<file path="config.mk">
export PLATFORM = sky130hd
export DESIGN_NAME = dual_pi_voltage_loop_soft_start
export DESIGN_NICKNAME = d
export VERILOG_FILES = /design/src/design/dpvl_pkg.sv /design/src/design/dpvl_cfg.sv /design/src/design/dpvl_err.sv /design/src/design/dpvl_mul.sv /design/src/design/dpvl_out.sv /design/src/design/dual_pi_voltage_loop_soft_start.sv
export SDC_FILE = /design/constraint.sdc
export NUM_CORES = 2
export LEC_CHECK = 0
export ABC_AREA = 0
export BUFFER_PORTS_ARGS = -buffer_cell sky130_fd_sc_hd__buf_2
export CAP_MARGIN = 25
export CORE_MARGIN = 2
export CORE_UTILIZATION = 29
export CTS_CLUSTER_SIZE = 30
export DETAILED_ROUTE_END_ITERATION = 8
export PLACE_DENSITY = 0.39
export SYNTH_ARGS = -nofsm -noshare
export SYNTH_HDL_FRONTEND = slang
export SYNTH_SLANG_ARGS = --single-unit
</file>
<file path="constraint.sdc">
create_clock -name aclk -period 13.6 [get_ports aclk]
set_clock_uncertainty 0.15 [all_clocks]
set_input_delay 0.68 -clock aclk [delete_from_list [all_inputs] [get_ports aclk]]
set_output_delay 0.68 -clock aclk [all_outputs]
set_load 0.02 [all_outputs]
</file>
<file path="src/design/dpvl_pkg.sv">
`timescale 1ns / 1ps
// ----------------------------------------------------------------------------
// dpvl_pkg: shared types and constants of the dual PI voltage loop
// Op codes, register indexes, configuration bundle and the symmetric clamp.
// ----------------------------------------------------------------------------
package dpvl_pkg;

    localparam int ADC_BITS_DEF = 10;
    localparam int CHANNELS_DEF = 2;

    localparam int OFFS_W     = 10;
    localparam int GAIN_W     = 10;
    localparam int TGT_W      = 11;
    localparam int REF_W      = 16;
    localparam int PERIOD_W   = 16;
    localparam int INTEG_W    = 17;
    localparam int ERR_W      = 18;
    localparam int DUTY_W     = 12;
    localparam int CLAMP_IN_W = 32;
    localparam int CFG_IDX_W  = 3;
    localparam int CFG_DATA_W = 16;

    localparam int LIMIT      = 55200;
    localparam int FEED_EXTRA = 2;
    localparam int DUTY_SHIFT = 5;
    localparam int DUTY_MAX   = LIMIT / (2 ** DUTY_SHIFT);

    localparam logic [OFFS_W-1:0]     OFFSET_RST = OFFS_W'(512);
    localparam logic [GAIN_W-1:0]     PGAIN_RST  = GAIN_W'(32);
    localparam logic [GAIN_W-1:0]     IGAIN_RST  = GAIN_W'(1);
    localparam logic [TGT_W-1:0]      TARGET_RST = TGT_W'(1000);
    localparam logic [REF_W-1:0]      REF_RST    = REF_W'(-1725);
    localparam logic [PERIOD_W-1:0]   PERIOD_RST = PERIOD_W'(1000);

    typedef enum logic [1:0] {
        OP_TICK    = 2'd0,
        OP_SAMPLE  = 2'd1,
        OP_RESTART = 2'd2
    } op_t;

    typedef enum logic [CFG_IDX_W-1:0] {
        REG_OFFSET      = 3'd0,
        REG_PROP_GAIN   = 3'd1,
        REG_INTEG_GAIN  = 3'd2,
        REG_TARGET_R    = 3'd3,
        REG_TARGET_Y    = 3'd4,
        REG_START_REF   = 3'd5,
        REG_RAMP_PERIOD = 3'd6
    } cfg_idx_t;

    typedef struct packed {
        logic [OFFS_W-1:0]       offset_code;
        logic [GAIN_W-1:0]       prop_gain;
        logic [GAIN_W-1:0]       integ_gain;
        logic [TGT_W-1:0]        target_ref_r;
        logic [TGT_W-1:0]        target_ref_y;
        logic signed [REF_W-1:0] start_ref;
        logic [PERIOD_W-1:0]     ramp_period;
    } cfg_t;

    // saturate to +-LIMIT
    function automatic logic signed [INTEG_W-1:0] clamp_lim(
        input logic signed [CLAMP_IN_W-1:0] x
    );
        logic signed [INTEG_W-1:0] r;
        if (x >= CLAMP_IN_W'(LIMIT)) begin
            r = INTEG_W'(LIMIT);
        end else if (x <= -CLAMP_IN_W'(LIMIT)) begin
            r = -INTEG_W'(LIMIT);
        end else begin
            r = INTEG_W'(x);
        end
        return r;
    endfunction

endpackage

</file>
<file path="src/design/dpvl_cfg.sv">
`timescale 1ns / 1ps
// ----------------------------------------------------------------------------
// dpvl_cfg: configuration register file
// Seven registers written through an index/data channel; unknown indexes drop.
// ----------------------------------------------------------------------------
module dpvl_cfg
    import dpvl_pkg::*;
(
    input  logic                  aclk,
    input  logic                  aresetn,
    input  logic                  cfg_valid,
    output logic                  cfg_ready,
    input  logic [CFG_IDX_W-1:0]  cfg_index,
    input  logic [CFG_DATA_W-1:0] cfg_data,
    output cfg_t                  cfg
);

    cfg_t cfg_reg;
    cfg_t cfg_next;

    assign cfg_ready = 1'b1;
    assign cfg       = cfg_reg;

    always_comb begin
        cfg_next = cfg_reg;
        if (cfg_valid) begin
            unique case (cfg_idx_t'(cfg_index))
                REG_OFFSET:      cfg_next.offset_code  = cfg_data[OFFS_W-1:0];
                REG_PROP_GAIN:   cfg_next.prop_gain    = cfg_data[GAIN_W-1:0];
                REG_INTEG_GAIN:  cfg_next.integ_gain   = cfg_data[GAIN_W-1:0];
                REG_TARGET_R:    cfg_next.target_ref_r = cfg_data[TGT_W-1:0];
                REG_TARGET_Y:    cfg_next.target_ref_y = cfg_data[TGT_W-1:0];
                REG_START_REF:   cfg_next.start_ref    = $signed(cfg_data[REF_W-1:0]);
                REG_RAMP_PERIOD: cfg_next.ramp_period  = cfg_data[PERIOD_W-1:0];
                default:         cfg_next = cfg_reg;
            endcase
        end
    end

    always_ff @(posedge aclk) begin
        if (!aresetn) begin
            cfg_reg.offset_code  <= OFFSET_RST;
            cfg_reg.prop_gain    <= PGAIN_RST;
            cfg_reg.integ_gain   <= IGAIN_RST;
            cfg_reg.target_ref_r <= TARGET_RST;
            cfg_reg.target_ref_y <= TARGET_RST;
            cfg_reg.start_ref    <= $signed(REF_RST);
            cfg_reg.ramp_period  <= PERIOD_RST;
        end else begin
            cfg_reg <= cfg_next;
        end
    end

endmodule

</file>
<file path="src/design/dpvl_err.sv">
`timescale 1ns / 1ps
// ----------------------------------------------------------------------------
// dpvl_err: loop state and error stage
// Holds references, integrals and the ramp counter; forms error and integral.
// ----------------------------------------------------------------------------
module dpvl_err
    import dpvl_pkg::*;
#(
    parameter int ADC_BITS = ADC_BITS_DEF,
    parameter int CHANNELS = CHANNELS_DEF
) (
    input  logic                       aclk,
    input  logic                       aresetn,
    input  cfg_t                       cfg,
    input  logic                       in_valid,
    input  op_t                        in_op,
    input  logic                       in_channel,
    input  logic [ADC_BITS-1:0]        in_sample,
    output logic                       in_take,
    output logic                       out_valid,
    input  logic                       out_ready,
    output logic                       out_channel,
    output logic signed [ERR_W-1:0]    out_err,
    output logic signed [INTEG_W-1:0]  out_integ
);

    localparam int CH_W = (CHANNELS > 1) ? $clog2(CHANNELS) : 1;
    localparam int FB_W = ADC_BITS + 4;

    logic signed [REF_W-1:0]   ref_reg   [CHANNELS];
    logic signed [REF_W-1:0]   ref_next  [CHANNELS];
    logic signed [INTEG_W-1:0] integ_reg [CHANNELS];
    logic signed [INTEG_W-1:0] integ_next[CHANNELS];
    logic [PERIOD_W-1:0]       tick_reg;
    logic [PERIOD_W-1:0]       tick_next;
    logic                      valid_reg;
    logic                      valid_next;
    logic                      ch_reg;
    logic signed [ERR_W-1:0]   err_reg;
    logic signed [INTEG_W-1:0] acc_reg;

    logic [CH_W-1:0]           ch_idx;
    logic                      ch_ok;
    logic                      is_sample;
    logic                      stage_ready;
    logic [FB_W-1:0]           diff;
    logic [FB_W-1:0]           fb;
    logic signed [ERR_W-1:0]   err;
    logic signed [INTEG_W-1:0] acc;
    logic [PERIOD_W-1:0]       tick_inc;
    logic                      ramp_step;

    assign ch_idx      = CH_W'(in_channel);
    assign ch_ok       = ({31'd0, in_channel} < 32'(CHANNELS));
    assign is_sample   = (in_op == OP_SAMPLE) && ch_ok;
    assign stage_ready = !valid_reg || out_ready;
    assign in_take     = in_valid && (!is_sample || stage_ready);

    // feedback: (code - offset - 2) * 2, floored at zero
    assign diff = FB_W'(in_sample) - FB_W'(cfg.offset_code) - FB_W'(FEED_EXTRA);
    assign fb   = (diff[FB_W-1] || (diff == '0)) ? '0 : {diff[FB_W-2:0], 1'b0};
    assign err  = ERR_W'(ref_reg[ch_idx]) - $signed(ERR_W'(fb));
    assign acc  = clamp_lim(CLAMP_IN_W'(integ_reg[ch_idx]) + CLAMP_IN_W'(err));

    assign tick_inc  = tick_reg + PERIOD_W'(1);
    assign ramp_step = (tick_inc >= cfg.ramp_period);

    always_comb begin
        logic signed [REF_W:0] ref_inc;
        logic signed [REF_W:0] tgt;
        tick_next = tick_reg;
        for (int k = 0; k < CHANNELS; k++) begin
            ref_next[k]   = ref_reg[k];
            integ_next[k] = integ_reg[k];
        end
        ref_inc = '0;
        tgt     = '0;
        if (in_take) begin
            unique case (in_op)
                OP_TICK: begin
                    tick_next = ramp_step ? '0 : tick_inc;
                    if (ramp_step) begin
                        for (int k = 0; k < CHANNELS; k++) begin
                            ref_inc = (REF_W + 1)'(ref_reg[k]) + (REF_W + 1)'(1);
                            tgt = $signed((REF_W + 1)'(
                                (k == 0) ? cfg.target_ref_r : cfg.target_ref_y));
                            ref_next[k] = (ref_inc >= tgt) ? REF_W'(tgt) : REF_W'(ref_inc);
                        end
                    end
                end
                OP_RESTART: begin
                    for (int k = 0; k < CHANNELS; k++) begin
                        ref_next[k]   = cfg.start_ref;
                        integ_next[k] = '0;
                    end
                end
                OP_SAMPLE: begin
                    if (ch_ok) begin
                        integ_next[ch_idx] = acc;
                    end
                end
                default: tick_next = tick_reg;
            endcase
        end
    end

    assign valid_next = stage_ready ? (in_take && is_sample) : valid_reg;

    always_ff @(posedge aclk) begin
        if (!aresetn) begin
            valid_reg <= 1'b0;
            tick_reg  <= '0;
            for (int k = 0; k < CHANNELS; k++) begin
                ref_reg[k]   <= $signed(REF_RST);
                integ_reg[k] <= '0;
            end
        end else begin
            valid_reg <= valid_next;
            tick_reg  <= tick_next;
            for (int k = 0; k < CHANNELS; k++) begin
                ref_reg[k]   <= ref_next[k];
                integ_reg[k] <= integ_next[k];
            end
        end
    end

    always_ff @(posedge aclk) begin
        if (stage_ready) begin
            ch_reg  <= in_channel;
            err_reg <= err;
            acc_reg <= acc;
        end
    end

    assign out_valid   = valid_reg;
    assign out_channel = ch_reg;
    assign out_err     = err_reg;
    assign out_integ   = acc_reg;

endmodule

</file>
<file path="src/design/dpvl_mul.sv">
`timescale 1ns / 1ps
// ----------------------------------------------------------------------------
// dpvl_mul: gain stage
// Proportional and integral products, each clamped, registered.
// ----------------------------------------------------------------------------
module dpvl_mul
    import dpvl_pkg::*;
(
    input  logic                       aclk,
    input  logic                       aresetn,
    input  cfg_t                       cfg,
    input  logic                       in_valid,
    output logic                       in_ready,
    input  logic                       in_channel,
    input  logic signed [ERR_W-1:0]    in_err,
    input  logic signed [INTEG_W-1:0]  in_integ,
    output logic                       out_valid,
    input  logic                       out_ready,
    output logic                       out_channel,
    output logic signed [INTEG_W-1:0]  out_p,
    output logic signed [INTEG_W-1:0]  out_i
);

    logic                            valid_reg;
    logic                            valid_next;
    logic                            ch_reg;
    logic signed [INTEG_W-1:0]       p_reg;
    logic signed [INTEG_W-1:0]       i_reg;
    logic signed [ERR_W+GAIN_W:0]    prod_p;
    logic signed [INTEG_W+GAIN_W:0]  prod_i;

    assign in_ready   = !valid_reg || out_ready;
    assign valid_next = in_ready ? in_valid : valid_reg;

    assign prod_p = in_err * $signed({1'b0, cfg.prop_gain});
    assign prod_i = in_integ * $signed({1'b0, cfg.integ_gain});

    always_ff @(posedge aclk) begin
        if (!aresetn) begin
            valid_reg <= 1'b0;
        end else begin
            valid_reg <= valid_next;
        end
    end

    always_ff @(posedge aclk) begin
        if (in_ready) begin
            ch_reg <= in_channel;
            p_reg  <= clamp_lim(CLAMP_IN_W'(prod_p));
            i_reg  <= clamp_lim(CLAMP_IN_W'(prod_i));
        end
    end

    assign out_valid   = valid_reg;
    assign out_channel = ch_reg;
    assign out_p       = p_reg;
    assign out_i       = i_reg;

endmodule

</file>
<file path="src/design/dpvl_out.sv">
`timescale 1ns / 1ps
// ----------------------------------------------------------------------------
// dpvl_out: output stage
// Sum of P and I, clamp, floor shift to duty; result register.
// ----------------------------------------------------------------------------
module dpvl_out
    import dpvl_pkg::*;
(
    input  logic                       aclk,
    input  logic                       aresetn,
    input  logic                       in_valid,
    output logic                       in_ready,
    input  logic                       in_channel,
    input  logic signed [INTEG_W-1:0]  in_p,
    input  logic signed [INTEG_W-1:0]  in_i,
    output logic                       out_valid,
    input  logic                       out_ready,
    output logic                       out_channel,
    output logic signed [DUTY_W-1:0]   out_duty
);

    logic                        valid_reg;
    logic                        valid_next;
    logic                        ch_reg;
    logic signed [DUTY_W-1:0]    duty_reg;
    logic signed [INTEG_W:0]     sum;
    logic signed [INTEG_W-1:0]   sum_lim;

    assign in_ready   = !valid_reg || out_ready;
    assign valid_next = in_ready ? in_valid : valid_reg;

    assign sum     = (INTEG_W + 1)'(in_p) + (INTEG_W + 1)'(in_i);
    assign sum_lim = clamp_lim(CLAMP_IN_W'(sum));

    always_ff @(posedge aclk) begin
        if (!aresetn) begin
            valid_reg <= 1'b0;
        end else begin
            valid_reg <= valid_next;
        end
    end

    // arithmetic shift floors toward minus infinity
    always_ff @(posedge aclk) begin
        if (in_ready) begin
            ch_reg   <= in_channel;
            duty_reg <= DUTY_W'(sum_lim >>> DUTY_SHIFT);
        end
    end

    assign out_valid   = valid_reg;
    assign out_channel = ch_reg;
    assign out_duty    = duty_reg;

endmodule

</file>
<file path="src/design/dual_pi_voltage_loop_soft_start.sv">
`timescale 1ns / 1ps
// ----------------------------------------------------------------------------
// dual_pi_voltage_loop_soft_start: two-channel PI voltage loop with soft start
// Tick beats ramp the references toward their targets, sample beats run the
// PI update of one channel and return a duty beat, restart beats reload the
// references and clear the integrators.
// ----------------------------------------------------------------------------
//  port group | dir | beat contents
//  s_*        | in  | tuser: op; tdata: channel, sample
//  m_*        | out | tdata: out_channel, duty
//  cfg_*      | in  | cfg_index selects register, cfg_data carries its value
//
//  Throughput: one beat per cycle on s_* with m_tready held high.
//  A sample beat passes the input register, the error/state stage, the gain
//  multipliers and the sum/output register before its duty beat goes out.
//  Tick and restart beats update state on the edge after acceptance, no output.
//  Each stage holds on back-pressure; bubbles ahead of a stall still fill.
//  aresetn is synchronous, active low; references reset to -1725.
// ----------------------------------------------------------------------------
module dual_pi_voltage_loop_soft_start
    import dpvl_pkg::*;
#(
    parameter int ADC_BITS = ADC_BITS_DEF,
    parameter int CHANNELS = CHANNELS_DEF,
    localparam int S_DATA_W = ((1 + ADC_BITS + 7) / 8) * 8,
    localparam int M_DATA_W = ((1 + DUTY_W + 7) / 8) * 8
) (
    input  logic                  aclk,
    input  logic                  aresetn,
    // input stream
    input  logic                  s_tvalid,
    output logic                  s_tready,
    input  logic [1:0]            s_tuser,   // [1:0] op
    input  logic [S_DATA_W-1:0]   s_tdata,   // [0] channel, [ADC_BITS:1] sample
    // result stream
    output logic                  m_tvalid,
    input  logic                  m_tready,
    output logic [M_DATA_W-1:0]   m_tdata,   // [0] out_channel, [12:1] duty
    // configuration writes
    input  logic                  cfg_valid,
    output logic                  cfg_ready,
    input  logic [CFG_IDX_W-1:0]  cfg_index,
    input  logic [CFG_DATA_W-1:0] cfg_data
);

    cfg_t cfg;

    // input register
    logic                  in_valid_reg;
    logic                  in_valid_next;
    op_t                   in_op_reg;
    logic                  in_ch_reg;
    logic [ADC_BITS-1:0]   in_sample_reg;
    logic                  in_take;

    // stage hand-offs
    logic                       err_valid;
    logic                       err_ready;
    logic                       err_ch;
    logic signed [ERR_W-1:0]    err_val;
    logic signed [INTEG_W-1:0]  err_integ;
    logic                       mul_valid;
    logic                       mul_ready;
    logic                       mul_ch;
    logic signed [INTEG_W-1:0]  mul_p;
    logic signed [INTEG_W-1:0]  mul_i;
    logic                       m_ch;
    logic signed [DUTY_W-1:0]   m_duty;

    dpvl_cfg u_cfg (
        .aclk      (aclk),
        .aresetn   (aresetn),
        .cfg_valid (cfg_valid),
        .cfg_ready (cfg_ready),
        .cfg_index (cfg_index),
        .cfg_data  (cfg_data),
        .cfg       (cfg)
    );

    // input register frees as soon as the state stage takes the beat
    assign s_tready      = !in_valid_reg || in_take;
    assign in_valid_next = s_tready ? s_tvalid : in_valid_reg;

    always_ff @(posedge aclk) begin
        if (!aresetn) begin
            in_valid_reg <= 1'b0;
        end else begin
            in_valid_reg <= in_valid_next;
        end
    end

    always_ff @(posedge aclk) begin
        if (s_tready) begin
            in_op_reg     <= op_t'(s_tuser);
            in_ch_reg     <= s_tdata[0];
            in_sample_reg <= s_tdata[ADC_BITS:1];
        end
    end

    dpvl_err #(
        .ADC_BITS (ADC_BITS),
        .CHANNELS (CHANNELS)
    ) u_err (
        .aclk        (aclk),
        .aresetn     (aresetn),
        .cfg         (cfg),
        .in_valid    (in_valid_reg),
        .in_op       (in_op_reg),
        .in_channel  (in_ch_reg),
        .in_sample   (in_sample_reg),
        .in_take     (in_take),
        .out_valid   (err_valid),
        .out_ready   (err_ready),
        .out_channel (err_ch),
        .out_err     (err_val),
        .out_integ   (err_integ)
    );

    dpvl_mul u_mul (
        .aclk        (aclk),
        .aresetn     (aresetn),
        .cfg         (cfg),
        .in_valid    (err_valid),
        .in_ready    (err_ready),
        .in_channel  (err_ch),
        .in_err      (err_val),
        .in_integ    (err_integ),
        .out_valid   (mul_valid),
        .out_ready   (mul_ready),
        .out_channel (mul_ch),
        .out_p       (mul_p),
        .out_i       (mul_i)
    );

    dpvl_out u_out (
        .aclk        (aclk),
        .aresetn     (aresetn),
        .in_valid    (mul_valid),
        .in_ready    (mul_ready),
        .in_channel  (mul_ch),
        .in_p        (mul_p),
        .in_i        (mul_i),
        .out_valid   (m_tvalid),
        .out_ready   (m_tready),
        .out_channel (m_ch),
        .out_duty    (m_duty)
    );

    assign m_tdata = {(M_DATA_W - 1 - DUTY_W)'(0), m_duty, m_ch};

`ifndef NO_ASSERTIONS
    // a new duty beat only appears after the gain stage held a sample
    a_out_from_mul: assert property (@(posedge aclk) disable iff (!aresetn)
        $rose(m_tvalid) |-> $past(mul_valid))
        else $error("duty beat without a preceding gain stage entry");

    // the error stage only fills from a sample beat in the input register
    a_mul_from_sample: assert property (@(posedge aclk) disable iff (!aresetn)
        $rose(err_valid) |-> $past(in_valid_reg && (in_op_reg == OP_SAMPLE)))
        else $error("error stage filled by a non-sample beat");

    // clamped sum keeps the duty inside the shifted limit
    a_duty_range: assert property (@(posedge aclk) disable iff (!aresetn)
        m_tvalid |-> ((m_duty >= -DUTY_MAX) && (m_duty <= DUTY_MAX)))
        else $error("duty outside clamp range");
`endif

endmodule

</file>
==> results.cfg <==
[sta]
period_needed_ns = 8.30
hold_violations = 0
fin_crit_sh = 0.611
finalSetupViolCount = 0
worst_slack_ns = 5.30
setup_tns_ns = 0
slew-limit-headroom = 0.336
final_max_slew_viol_count = 0
timing.hold.ws_ns = 0.122
worst_pin_slew_ns = 0.989
clock.fmax_ghz = 0.120
rsz0062_at_grt = false

[yosys]
avgSynthCellArea_um2 = 8.77
synth_compound_area_frac = 0.145
synth_top_family_by_area = adder cells
yosys.area_share.simple = 0.185
syn_area_um2 = 28800
syn_inst = 3285
netlist.area_leader.share = 0.215
ys_warn_count = 0
synth_edf_count = 96
yosysSeqAreaShare = 0.219
synth.area.top_cells = fa_1, dfxtp_1, edfxtp_1
synthFlopType = dfxtp_1
synthAdderAreaFrac = 0.315
synth_common_cells = nand2_1, inv_1, fa_1, ha_1, and2_1
post_synth_xor_area_fraction = 0.0413
synth_most_common_cell = nand2_1
synth.distinct_cells = 78
ys_ff_latch = 267
yosysTopAreaCell = fa_1
synth.mux.area_fraction = 0.0191
synthArstFlopShare = 0

[grt]
antenna_found_initial = 2
gr-total-overflow = 0
first_global_vias = 23600
grt_usage = 0.164
grt_max_degree = 56
grt_pass1_wl_um = 132000

[clock_network]
cts_resized = 0
cts_buffers = 36
cts-htree-levels = 2
cts_hold_buf = 0
cts.clk_slew.worst_paths_ns = 0.06
clk_latency_ns = 0.59
cts_buffer_depth = 3
postCtsSetupBuffers = 0
cts-root-buf = clkbuf_16
cts_tree = yes
cts.sinks = 267

[placed_design]
numPortBuffers = 51
dp_hpwl_um = 65300
gp_congestion = 0.835
post-place-ws_ns = 5.38

[finish]
n_antenna_cell = 0
syn_to_final_growth_pct = 9.16
largest_reg_flops = 84
post-route-util = 0.320
nNetsFinal = 3826
drive_gt1_frac = 0.0580

[hold_path]
min_path_type = primary input to flop

[route]
num_vias = 22500
viasPerCell = 4.94
wl_um = 82700
wl_per_cell_um = 18.1
drc = 0
firstDrtPassIters = 5
drtIter0Drc = 1006
ant_nets = 0

[floorplanning]
fp.dieW_um = 319
pin_count = 61
fp.dieH_um = 319
die_area_um2 = 102000
rows = 115
initial_core_util = 0.293
core_um2 = 98400

[flow_run]
drv_cap = 0

[pwr]
power_density_nw_per_um2 = 139
p_leak_nw = 13.5
vdd_drop_max_v = 0.000126
power.total_mw = 4.38

[critical_path]
crit_path_max_incr_delay_ns = 0.43
cp-start-kind = flop
arrival_ns = 8.60
cp_top_family = compound AO/OA/AOI/OAI gates
cp-end-kind = flop
critPathBufInv = 3
path_class = flop to flop
required_ns = 13.89
crit_path_top_delay_cell = or3_1
critPathMaxFanout = 20

[status]
status = completed
layer usage:
| layer | vias up | part of all wire | wire length (um) | global-route usage |
|---|---|---|---|---|
| met5 | - | 0 | 0 | 0 |
| met4 | 0 | 0.018 | 1520 | 0.0370 |
| met3 | 80 | 0.027 | 2200 | 0.0157 |
| met2 | 320 | 0.48 | 39500 | 0.281 |
| met1 | 11200 | 0.48 | 39500 | 0.222 |
| li1 | 11000 | - | - | - |
kinds of logic after synthesis:
family / Yosys count
and+or+nand+nor: 1088
AOI/OAI and AO/OA: 630
buffers and inverters: 571
adders and majority gates: 540
DFF: 267
xor gates and xnor gates: 136
muxes: 51
other: 2
where the power goes:
group / internal, mW / switching [mW] / total (mW) / leakage (nW)
Clock: 0.578 / 0.396 / 0.974 / 0.593
Combinational: 0.873 / 1.37 / 2.25 / 10.5
Sequential: 1.00 / 0.159 / 1.16 / 2.39
Total: 2.45 / 1.93 / 4.38 / 13.5
cells in the final DEF, fill, tap and decap left out, types with 52 or more instances in the layout:
master,Yosys,layout
a21oi_1,175,175
buf_2,0,52
dfxtp_1,171,171
fa_1,310,310
xor2_1,52,52
xnor2_1,84,84
ha_1,228,227
o21ai_0,110,109
edfxtp_1,96,96
and2_1,221,221
o211ai_1,55,55
inv_1,420,420
nand2_1,430,430
nor2_1,148,147
final timing paths:
check	startpoint	to	slack, ns	depth (start not counted)
min reg2reg	u_err.out_channel$_DFFE_PP_	u_mul.out_channel$_DFFE_PP_	0.29	0
max	in_sample_reg[0]$_DFFE_PN_	u_err.integ_reg[1][3]$_SDFFE_PN0P_	5.30	35
min	s_tdata[2]	in_sample_reg[1]$_DFFE_PN_	0.12	1
max reg2reg	in_sample_reg[0]$_DFFE_PN_	u_err.integ_reg[1][3]$_SDFFE_PN0P_	5.30	35
through the flow:
| stage | instance area [um2] | instances |
|---|---|---|
| after floorplan | 28800 | 3288 |
| after global placement | 30300 | 4493 |
| after detailed placement | 30300 | 4494 |
| after CTS | 31500 | 4560 |
| after global routing | 31500 | 4561 |
| final | 31500 | 4561 |
cell type report:
cell class	instances	area (um2)
Tap cell	1287	1610
Inverter	421	1580
Clock buffer	51	1040
Clock inverter	15	161
Sequential cell	267	6310
Timing Repair Buffer	70	395
Fill cell	10400	67000
Multi-Input combinational cell	2450	20400
Note: power is estimated with default switching activity, not from simulation.
